$ cat src/i2cee_pkg.sv
// ----------------------------------------------------------------------------
// i2cee_pkg
// shared types and constants for the 24cxx eeprom i2c master
// ----------------------------------------------------------------------------
package i2cee_pkg;

  localparam int AddrBitsDef  = 16;
  localparam int CountBitsDef = 16;

  localparam logic [1:0] CMD_TICK  = 2'd0;
  localparam logic [1:0] CMD_READ  = 2'd1;
  localparam logic [1:0] CMD_WRITE = 2'd2;
  localparam logic [1:0] CMD_BYTE  = 2'd3;

  localparam logic [2:0] REG_DEVICE = 3'd0;
  localparam logic [2:0] REG_WIDE   = 3'd1;
  localparam logic [2:0] REG_RLIMIT = 3'd2;
  localparam logic [2:0] REG_RGAP   = 3'd3;
  localparam logic [2:0] REG_PAGE   = 3'd4;
  localparam logic [2:0] REG_DELAY  = 3'd5;

  localparam logic [3:0] PH_IDLE  = 4'd0;
  localparam logic [3:0] PH_START = 4'd1;
  localparam logic [3:0] PH_TXBIT = 4'd2;
  localparam logic [3:0] PH_TXACK = 4'd3;
  localparam logic [3:0] PH_GAP   = 4'd4;
  localparam logic [3:0] PH_WAIT  = 4'd5;
  localparam logic [3:0] PH_RXBIT = 4'd6;
  localparam logic [3:0] PH_RXACK = 4'd7;
  localparam logic [3:0] PH_STOP  = 4'd8;

  localparam logic [2:0] TG_CTRL  = 3'd0;
  localparam logic [2:0] TG_HI    = 3'd1;
  localparam logic [2:0] TG_LO    = 3'd2;
  localparam logic [2:0] TG_RCTRL = 3'd3;
  localparam logic [2:0] TG_DATA  = 3'd4;

  typedef struct packed {
    logic [6:0] device_code;
    logic       wide_address;
    logic [7:0] retry_limit;
    logic [7:0] retry_gap;
    logic [3:0] page_size_log2;
    logic [9:0] delay_ticks;
  } cfg_t;

  typedef struct packed {
    logic [1:0]  cmd;
    logic [15:0] mem_address;
    logic [15:0] byte_count;
    logic [7:0]  write_data;
    logic        sda_in;
  } tick_t;

  typedef struct packed {
    logic       scl_level;
    logic       sda_release;
    logic [7:0] read_data;
    logic       read_valid;
    logic       byte_request;
    logic       done_res;
    logic       failed;
  } res_t;

endpackage

$ cat src/i2c_eeprom_master_top.sv
// ----------------------------------------------------------------------------
// i2c_eeprom_master_top
// i2c master for 24cxx serial eeproms, one bus tick per input item
// ----------------------------------------------------------------------------
// Each input item is one tick; it yields exactly one result item carrying the
// scl and sda levels and the read, request and done flags. Items pass through
// a two-entry queue to the bus sequencer, which takes one item per clock
// cycle while its output register is free or being taken, so the sustained
// rate is one item per cycle; the queue and sequencer outputs are registered.
// Configuration must be written through the cfg channel while idle; unchecked.
module i2c_eeprom_master_top import i2cee_pkg::*; #(
  parameter int ADDRESS_BITS = AddrBitsDef,
  parameter int COUNT_BITS   = CountBitsDef
) (
  input  logic        clk,
  input  logic        rst_n,
  input  logic        in_tvalid,
  output logic        in_tready,
  // cmd[1:0], mem_address[17:2], byte_count[33:18], write_data[41:34], sda_in[42]
  input  logic [47:0] in_tdata,
  output logic        out_tvalid,
  input  logic        out_tready,
  // scl_level[0], sda_release[1], read_data[9:2], read_valid[10],
  // byte_request[11], done_res[12], failed[13]
  output logic [15:0] out_tdata,
  input  logic        cfg_valid,
  output logic        cfg_ready,
  input  logic [2:0]  cfg_index,
  input  logic [9:0]  cfg_data
);
  cfg_t  cfg_r;
  tick_t q_in, q_out;
  logic  q_valid, q_ready;
  res_t  res;

  assign cfg_ready = 1'b1;
  always_ff @(posedge clk) begin
    if (!rst_n) begin
      cfg_r <= '{device_code: 7'h50, wide_address: 1'b0, retry_limit: 8'd50,
                 retry_gap: 8'd20, page_size_log2: 4'd4, delay_ticks: 10'd1};
    end else if (cfg_valid) begin
      unique case (cfg_index)
        REG_DEVICE: cfg_r.device_code    <= cfg_data[6:0];
        REG_WIDE:   cfg_r.wide_address   <= cfg_data[0];
        REG_RLIMIT: cfg_r.retry_limit    <= cfg_data[7:0];
        REG_RGAP:   cfg_r.retry_gap      <= cfg_data[7:0];
        REG_PAGE:   cfg_r.page_size_log2 <= cfg_data[3:0];
        REG_DELAY:  cfg_r.delay_ticks    <= cfg_data;
        default: ;
      endcase
    end
  end

  assign q_in = '{cmd: in_tdata[1:0], mem_address: in_tdata[17:2],
                  byte_count: in_tdata[33:18], write_data: in_tdata[41:34],
                  sda_in: in_tdata[42]};

  i2cee_queue u_queue (
    .clk(clk), .rst_n(rst_n),
    .wr_valid(in_tvalid), .wr_ready(in_tready), .wr_data(q_in),
    .rd_valid(q_valid), .rd_ready(q_ready), .rd_data(q_out)
  );

  i2cee_engine #(.ADDRESS_BITS(ADDRESS_BITS), .COUNT_BITS(COUNT_BITS)) u_engine (
    .clk(clk), .rst_n(rst_n), .cfg(cfg_r),
    .in_valid(q_valid), .in_ready(q_ready), .in_item(q_out),
    .out_valid(out_tvalid), .out_ready(out_tready), .out_item(res)
  );

  assign out_tdata = {2'b00, res.failed, res.done_res, res.byte_request, res.read_valid,
                      res.read_data, res.sda_release, res.scl_level};
endmodule

$ cat src/i2cee_queue.sv
// ----------------------------------------------------------------------------
// i2cee_queue
// two-entry item queue between the front and the bus engine
// ----------------------------------------------------------------------------
module i2cee_queue import i2cee_pkg::*; (
  input  logic  clk,
  input  logic  rst_n,
  input  logic  wr_valid,
  output logic  wr_ready,
  input  tick_t wr_data,
  output logic  rd_valid,
  input  logic  rd_ready,
  output tick_t rd_data
);
  tick_t      mem_r [2];
  logic       wp_r, wp_nxt, rp_r, rp_nxt;
  logic [1:0] cnt_r, cnt_nxt;
  logic       push, pop;

  assign wr_ready = (cnt_r != 2'd2);
  assign rd_valid = (cnt_r != 2'd0);
  assign rd_data  = mem_r[rp_r];
  assign push     = wr_valid && wr_ready;
  assign pop      = rd_valid && rd_ready;

  always_comb begin
    wp_nxt  = push ? ~wp_r : wp_r;
    rp_nxt  = pop ? ~rp_r : rp_r;
    cnt_nxt = cnt_r + {1'b0, push} - {1'b0, pop};
  end

  always_ff @(posedge clk) begin
    if (!rst_n) begin
      wp_r  <= 1'b0;
      rp_r  <= 1'b0;
      cnt_r <= 2'd0;
    end else begin
      wp_r  <= wp_nxt;
      rp_r  <= rp_nxt;
      cnt_r <= cnt_nxt;
    end
    if (push) mem_r[wp_r] <= wr_data;
  end
endmodule

$ cat src/i2cee_engine.sv
// ----------------------------------------------------------------------------
// i2cee_engine
// bus sequencer: one tick per item, result held in an output register
// ----------------------------------------------------------------------------
module i2cee_engine import i2cee_pkg::*; #(
  parameter int ADDRESS_BITS = AddrBitsDef,
  parameter int COUNT_BITS   = CountBitsDef
) (
  input  logic  clk,
  input  logic  rst_n,
  input  cfg_t  cfg,
  input  logic  in_valid,
  output logic  in_ready,
  input  tick_t in_item,
  output logic  out_valid,
  input  logic  out_ready,
  output res_t  out_item
);
  logic [3:0]              phase_r, phase_nxt;
  logic [1:0]              step_r, step_nxt;
  logic [2:0]              target_r, target_nxt;
  logic [9:0]              tick_r, tick_nxt;
  logic [3:0]              bit_r, bit_nxt;
  logic [7:0]              shift_r, shift_nxt;
  logic [ADDRESS_BITS-1:0] addr_r, addr_nxt;
  logic [COUNT_BITS-1:0]   left_r, left_nxt;
  logic [7:0]              retry_r, retry_nxt, gap_r, gap_nxt;
  logic                    rd_r, rd_nxt, scl_r, scl_nxt, sda_r, sda_nxt;
  logic                    ov_r;
  res_t                    res_r, res_nxt;
  logic                    take;
  logic [15:0]             addr16;
  logic [7:0]              ctrl;
  logic [9:0]              dly;
  logic [ADDRESS_BITS-1:0] addr_inc;
  logic [15:0]             page_mask;

  assign in_ready  = !ov_r || out_ready;
  assign take      = in_valid && in_ready;
  assign out_valid = ov_r;
  assign out_item  = res_r;
  assign addr16    = 16'(addr_r);
  assign dly       = (cfg.delay_ticks == 10'd0) ? 10'd1 : cfg.delay_ticks;
  assign addr_inc  = addr_r + ADDRESS_BITS'(1);
  assign page_mask = 16'((17'd1 << cfg.page_size_log2) - 17'd1);

  always_comb begin
    ctrl = {cfg.device_code, 1'b0};
    if (!cfg.wide_address) ctrl = ctrl | ({5'd0, addr16[10:8]} << 1);
  end

  always_comb begin
    phase_nxt = phase_r; step_nxt = step_r; target_nxt = target_r; tick_nxt = tick_r;
    bit_nxt = bit_r; shift_nxt = shift_r; addr_nxt = addr_r; left_nxt = left_r;
    retry_nxt = retry_r; gap_nxt = gap_r; rd_nxt = rd_r; scl_nxt = scl_r; sda_nxt = sda_r;
    res_nxt = '0;
    // per-phase next state: bus levels, bytes to load and result flags
    unique case (phase_r)
      PH_IDLE: begin
        if (in_item.cmd == CMD_READ || in_item.cmd == CMD_WRITE) begin
          rd_nxt = (in_item.cmd == CMD_READ);
          addr_nxt = in_item.mem_address[ADDRESS_BITS-1:0];
          left_nxt = in_item.byte_count[COUNT_BITS-1:0];
          retry_nxt = '0; gap_nxt = '0; tick_nxt = '0;
          phase_nxt = PH_START; step_nxt = '0; target_nxt = TG_CTRL;
        end
      end
      PH_WAIT: begin
        if (in_item.cmd == CMD_BYTE) begin
          shift_nxt = in_item.write_data; tick_nxt = '0;
          phase_nxt = PH_TXBIT; step_nxt = '0; bit_nxt = '0; target_nxt = TG_DATA;
        end
      end
      default: begin
        tick_nxt = tick_r + 10'd1;
        if (tick_nxt >= dly) begin
          tick_nxt = '0;
          unique case (phase_r)
            PH_START: begin
              unique case (step_r)
                2'd0: scl_nxt = 1'b1;
                2'd1: sda_nxt = 1'b1;
                2'd2: sda_nxt = 1'b0;
                default: begin
                  scl_nxt = 1'b0; phase_nxt = PH_TXBIT; bit_nxt = '0;
                  priority case (target_r)
                    TG_CTRL:  shift_nxt = ctrl;
                    TG_RCTRL: shift_nxt = ctrl | 8'd1;
                    default: ;
                  endcase
                end
              endcase
              step_nxt = step_r + 2'd1;
            end
            PH_TXBIT: begin
              if (step_r == 2'd0) begin sda_nxt = shift_r[7]; step_nxt = 2'd1; end
              else if (step_r == 2'd1) begin scl_nxt = 1'b1; step_nxt = 2'd2; end
              else begin
                scl_nxt = 1'b0; shift_nxt = {shift_r[6:0], 1'b0};
                bit_nxt = bit_r + 4'd1; step_nxt = '0;
                if (bit_nxt >= 4'd8) phase_nxt = PH_TXACK;
              end
            end
            PH_TXACK: begin
              if (step_r == 2'd0) begin sda_nxt = 1'b1; step_nxt = 2'd1; end
              else if (step_r == 2'd1) begin scl_nxt = 1'b1; step_nxt = 2'd2; end
              else begin
                scl_nxt = 1'b0; sda_nxt = 1'b0; step_nxt = '0;
                if (!in_item.sda_in) begin
                  priority case (target_r)
                    TG_CTRL: begin
                      phase_nxt = PH_TXBIT; bit_nxt = '0;
                      target_nxt = cfg.wide_address ? TG_HI : TG_LO;
                      shift_nxt = cfg.wide_address ? addr16[15:8] : addr16[7:0];
                    end
                    TG_HI: begin
                      phase_nxt = PH_TXBIT; bit_nxt = '0; target_nxt = TG_LO;
                      shift_nxt = addr16[7:0];
                    end
                    TG_LO: begin
                      retry_nxt = '0;
                      if (rd_r) begin phase_nxt = PH_START; target_nxt = TG_RCTRL; end
                      else if (left_r == '0) phase_nxt = PH_STOP;
                      else phase_nxt = PH_WAIT;
                    end
                    TG_RCTRL: begin
                      if (left_r == '0) phase_nxt = PH_STOP;
                      else begin phase_nxt = PH_RXBIT; bit_nxt = '0; shift_nxt = '0; end
                    end
                    default: begin
                      left_nxt = left_r - COUNT_BITS'(1);
                      addr_nxt = addr_inc;
                      if ((16'(addr_inc) & page_mask) == 16'd0) begin
                        retry_nxt = '0; phase_nxt = PH_START; target_nxt = TG_CTRL;
                      end else if (left_nxt == '0) phase_nxt = PH_STOP;
                      else phase_nxt = PH_WAIT;
                    end
                  endcase
                end else if (target_r <= TG_LO) begin
                  if (retry_r != 8'd255) retry_nxt = retry_r + 8'd1;
                  gap_nxt = '0;
                  if (cfg.retry_gap != 8'd0) phase_nxt = PH_GAP;
                  else if (retry_nxt >= cfg.retry_limit) begin
                    res_nxt.done_res = 1'b1; res_nxt.failed = 1'b1; phase_nxt = PH_IDLE;
                  end else begin phase_nxt = PH_START; target_nxt = TG_CTRL; end
                end else begin
                  res_nxt.done_res = 1'b1; res_nxt.failed = 1'b1; phase_nxt = PH_IDLE;
                end
              end
            end
            PH_GAP: begin
              if (gap_r != 8'd255) gap_nxt = gap_r + 8'd1;
              if (gap_nxt >= cfg.retry_gap) begin
                step_nxt = '0;
                if (retry_r >= cfg.retry_limit) begin
                  res_nxt.done_res = 1'b1; res_nxt.failed = 1'b1; phase_nxt = PH_IDLE;
                end else begin phase_nxt = PH_START; target_nxt = TG_CTRL; end
              end
            end
            PH_RXBIT: begin
              if (step_r == 2'd0) begin sda_nxt = 1'b1; step_nxt = 2'd1; end
              else if (step_r == 2'd1) begin scl_nxt = 1'b1; step_nxt = 2'd2; end
              else begin
                scl_nxt = 1'b0; shift_nxt = {shift_r[6:0], in_item.sda_in};
                bit_nxt = bit_r + 4'd1; step_nxt = 2'd1;
                if (bit_nxt >= 4'd8) begin
                  res_nxt.read_valid = 1'b1; res_nxt.read_data = shift_nxt;
                  left_nxt = left_r - COUNT_BITS'(1); addr_nxt = addr_inc;
                  step_nxt = '0;
                  phase_nxt = (left_nxt != '0) ? PH_RXACK : PH_STOP;
                end
              end
            end
            PH_RXACK: begin
              unique case (step_r)
                2'd0: sda_nxt = 1'b0;
                2'd1: scl_nxt = 1'b1;
                2'd2: scl_nxt = 1'b0;
                default: begin
                  sda_nxt = 1'b1; phase_nxt = PH_RXBIT; bit_nxt = '0; shift_nxt = '0;
                end
              endcase
              step_nxt = step_r + 2'd1;
            end
            PH_STOP: begin
              if (step_r == 2'd0) begin sda_nxt = 1'b0; step_nxt = 2'd1; end
              else if (step_r == 2'd1) begin scl_nxt = 1'b1; step_nxt = 2'd2; end
              else begin
                sda_nxt = 1'b1; res_nxt.done_res = 1'b1; phase_nxt = PH_IDLE; step_nxt = '0;
              end
            end
            default: begin phase_nxt = PH_IDLE; step_nxt = '0; end
          endcase
        end
      end
    endcase
    res_nxt.scl_level    = scl_nxt;
    res_nxt.sda_release  = sda_nxt;
    res_nxt.byte_request = (phase_nxt == PH_WAIT);
  end

  always_ff @(posedge clk) begin
    if (!rst_n) begin
      phase_r <= PH_IDLE; step_r <= '0; target_r <= TG_CTRL; tick_r <= '0;
      bit_r <= '0; shift_r <= '0; addr_r <= '0; left_r <= '0;
      retry_r <= '0; gap_r <= '0; rd_r <= 1'b0; scl_r <= 1'b1; sda_r <= 1'b1;
      ov_r <= 1'b0;
    end else begin
      if (take) begin
        phase_r <= phase_nxt; step_r <= step_nxt; target_r <= target_nxt;
        tick_r <= tick_nxt; bit_r <= bit_nxt; shift_r <= shift_nxt;
        addr_r <= addr_nxt; left_r <= left_nxt; retry_r <= retry_nxt;
        gap_r <= gap_nxt; rd_r <= rd_nxt; scl_r <= scl_nxt; sda_r <= sda_nxt;
        ov_r <= 1'b1;
      end else if (out_ready) begin
        ov_r <= 1'b0;
      end
    end
    if (take) res_r <= res_nxt;
  end
endmodule

$ cat config.mk
export PLATFORM = sky130hd
export DESIGN_NAME = i2c_eeprom_master_top
export DESIGN_NICKNAME = d
export VERILOG_FILES = /design/src/i2cee_pkg.sv /design/src/i2c_eeprom_master_top.sv /design/src/i2cee_queue.sv /design/src/i2cee_engine.sv
export SDC_FILE = /design/constraint.sdc
export NUM_CORES = 1
export LEC_CHECK = 0
export ABC_AREA = 1
export BUFFER_PORTS_ARGS = -buffer_cell sky130_fd_sc_hd__buf_2
export CAP_MARGIN = 25
export CORE_UTILIZATION = 35
export DETAILED_ROUTE_END_ITERATION = 8
export SLEW_MARGIN = 20
export SYNTH_ARGS = -nofsm -noshare
export SYNTH_HDL_FRONTEND = slang
export SYNTH_HIERARCHICAL = 1
export SYNTH_SLANG_ARGS = --single-unit
$ cat constraint.sdc
create_clock -name clk -period 6.1 [get_ports clk]
set_input_delay 0.61 -clock clk [delete_from_list [all_inputs] [get_ports clk]]
set_output_delay 0.61 -clock clk [all_outputs]
set_load 0.005 [all_outputs]
==> flow_summary.yaml <==
sta:
  finalMaxSlewViolations: 0
  relSlewSlack: 0.413
  worst_slew_pin_slew_ns: 0.881
  rsz0062_at_grt: "false"
  post-route-period-util: 0.606
  min_period_ns: 3.70
  skew_ns: 0.0101
  hold_viol: 0
  clock.fmax_mhz: 271
  fin_setup_tns_ns: 0
  setup_violations: 0
critical_path:
  cp-end-kind: "flop"
  ff2ff_path_depth: 18
  cpPeakStageDelay_ns: 0.39
  startpoint_type: "flop"
  crit_type: "reg2reg"
  crit_chain: "nand2_1 -> nor2_1 -> nand3_1 -> nor2_1 -> nand3_1 -> xor2_1 -> inv_1 -> ha_1 -> a21oi_1 -> o21ai_0 -> a21oi_1 -> nand3_1 -> inv_1 -> nand2_1 -> nand2_2 -> clkinv_4 -> o21ai_0 -> a21oi_1"
  cp.arrival_ns: 4.10
  crit_path_top_delay_cell: "dfxtp_1"
  cp.required_ns: 6.51
  crit_path_max_fanout: 60
pwr:
  p_leak_nw: 6.26
  ir_drop_mv: 0.246
  p_per_area_nw_per_um2: 484
floorplanning:
  rows: 70
  io_pins: 85
  die_w_microns: 195
  fp.dieH_microns: 195
  start_util: 0.356
  core_area_sq_um: 36600
  die_area_sq_um: 38100
cells_and_area:
  layout_commonest_cell: "nand2_1"
  fin_cells: 2187
  area_growth_pct: 12.3
  nets: 1815
  n_fill_cell: 3712
  drive_gt1_frac: 0.134
  multi_input_area_sq_um: 6450
  n_antenna_cell: 0
  seq_area_sq_um: 5530
  final_cell_mix: "nand2_1 (361), nor2_1 (211), inv_1 (177)"
clock_network:
  ctsHoldBuffers: 0
  h-tree-depth: 1
  path_clk_slew_ns: 0.06
  cts_buffers: 26
  cts_tree: "done"
  cts_max_path_buffers: 3
  clk_latency_ns: 0.54
  post_cts_resized: 0
  clock-root-buffer: "clkbuf_16"
  cts_sinks: 226
  post_cts_buffers: 0
yosys:
  synth_compound_area_frac: 0.121
  avgSynthCellArea_sq_um: 7.98
  yosys.area.top_type_share: 0.230
  ys_warn_count: 6
  async_flop_share: 0
  synth.area.mux_share: 0.0494
  syn-instance-count: 1636
  synth_top_family_by_area: "simple AND/OR/NAND/NOR gates"
  netlist_area_sq_um: 13100
  synthSimpleGateAreaFrac: 0.258
  synth-seq-area-share: 0.423
  synth-seq-cells: 226
  yosysTopAreaCell: "edfxtp_1"
  synth_area_leaders: "edfxtp_1 (23%), dfxtp_1 (19%), nand2_1 (10%), nor2_1 (6.1%), inv_1 (5.1%)"
  yosysUniqueCellTypes: 60
  synthAdderAreaFrac: 0.0479
  synth_flop_cell: "dfxtp_1"
  synth-xor-area-share: 0.0161
  synth_edf_count: 100
placed_design:
  gp_congestion: 0.893
  place_hpwl_microns: 24500
  dp_cells: 2139
  io_buffers: 76
global_routing:
  grt_max_degree: 81
  grtUsageTotal: 0.177
  overflow: 0
  grt_pass1_wl_microns: 55000
  grt_pass1_vias: 10708
  antenna_found_initial: 0
route:
  wl_per_cell_microns: 15.5
  ant_nets: 0
  wirelength_microns: 33800
  drc: 0
  vias: 11112
  drt_iter0_drc: 928
  drtPass1Iterations: 5
  viasPerCell: 5.08
min_path:
  hp-class: "in2reg"
  whs_path_depth: 1
run:
  drv_cap: 0
outcome:
  status: "finished, final reports clean"
==> metal layers <==
layer	wire length [microns]	vias to the layer above	global-route usage
li1	-	5617	-
met2	16200	266	0.311
met4	885	0	0.0516
met3	1430	59	0.0212
met1	15300	5170	0.228
met5	0	-	0
==> final timing paths <==
path	start	endpoint	slack, ns
worst max-delay path	u_engine/tick_r[3]$_SDFFE_PN0P_	u_engine/left_r[5]$_SDFFE_PN0P_	2.40
worst min-delay path	in_tdata[26]	u_queue/mem_r[1][17]$_DFFE_PP_	0.26
worst max register to register	u_engine/tick_r[3]$_SDFFE_PN0P_	u_engine/left_r[5]$_SDFFE_PN0P_	2.40
worst min register to register	cfg_r[23]$_SDFFE_PN1P_	cfg_r[23]$_SDFFE_PN1P_	0.48
==> flip-flops by register name, summed over array words and instances (netlist names), named ones only <==
register            flops
u_queue/mem_r          86
cfg_r                  38
u_engine/addr16        16
u_engine/left_r        16
u_engine/out_item      14
u_engine/tick_r        10
u_engine/gap_r          8
u_engine/retry_r        8
u_engine/shift_r        8
u_engine/bit_r          4
u_engine/phase_r        4
u_engine/target_r       3
u_engine/step_r         2
u_queue/cnt_r           2
u_engine/out_valid      1
u_engine/rd_r           1
u_engine/scl_r          1
u_engine/sda_r          1
u_queue/rp_r            1
u_queue/wp_r            1
==> cells in the mapped netlist (10+ instances only) <==
cell / count
edfxtp_1: 100
nor2_1: 213
a21oi_1: 80
mux2_4: 40
dfxtp_1: 126
o21ai_1: 30
inv_2: 13
buf_2: 15
o21ai_0: 61
a211oi_1: 12
xor2_1: 22
nand2_1: 361
nor2_4: 10
a22oi_1: 14
inv_1: 178
a31oi_1: 28
ha_1: 50
nand3_1: 120
clkbuf_1: 17
nor3_1: 16
nand4_1: 22
==> layout make-up <==
cell class / count / area share
sequential: 226 / 0.377
tap: 468 / 0.0399
inverter: 196 / 0.0507
multi-input combinational: 1163 / 0.440
clock buffer: 39 / 0.0539
clock inverter: 9 / 0.00751
timing repair buffer: 86 / 0.0311
==> worst max-delay path: cells and delay by family (launching register included) <==
kind,cells,cell delay (ns)
buffers and inverters,3,0.64
AO/OA/AOI/OAI,5,0.69
XOR/XNOR,1,0.15
flip-flops,1,0.39
AND/OR/NAND/NOR,8,1.34
adder cells (fa/ha/maj),1,0.32
==> metrics by stage <==
step / utilization / instance area [sq um] / hold WS [ns] / setup slack, ns / power (mW)
after floorplan: - / 13100 / 0.429 / 3.06 / 4.69
after global placement: 0.376 / 13800 / 0.449 / 2.51 / 5.44
after detailed placement: 0.376 / 13800 / 0.465 / 2.49 / 5.48
after CTS: 0.400 / 14700 / 0.233 / 2.48 / 7.12
after global routing: 0.400 / 14700 / 0.236 / 2.02 / 7.64
final: 0.400 / 14700 / 0.256 / 2.40 / 7.10
==> cells by family (layout without fill, tap and decap cells) <==
| logic type | count (synthesis) | count (layout) |
|---|---|---|
| buf+inv | 248 | 330 |
| flops | 226 | 226 |
| compound gates | 264 | 264 |
| mux | 44 | 44 |
| other cells | 2 | 3 |
| simple gates | 778 | 778 |
| fa+ha+maj | 50 | 50 |
| xor+xnor | 24 | 24 |
==> power by group <==
group          internal (mW)  leakage, nW  switching (mW)  total [mW]
registers               1.93         1.97           0.257        2.18
clock network          0.979        0.438           0.640        1.62
logic                   1.08         3.85            2.21        3.29
total                   3.98         6.26            3.11        7.10
Power figures use the tool's default switching activity.
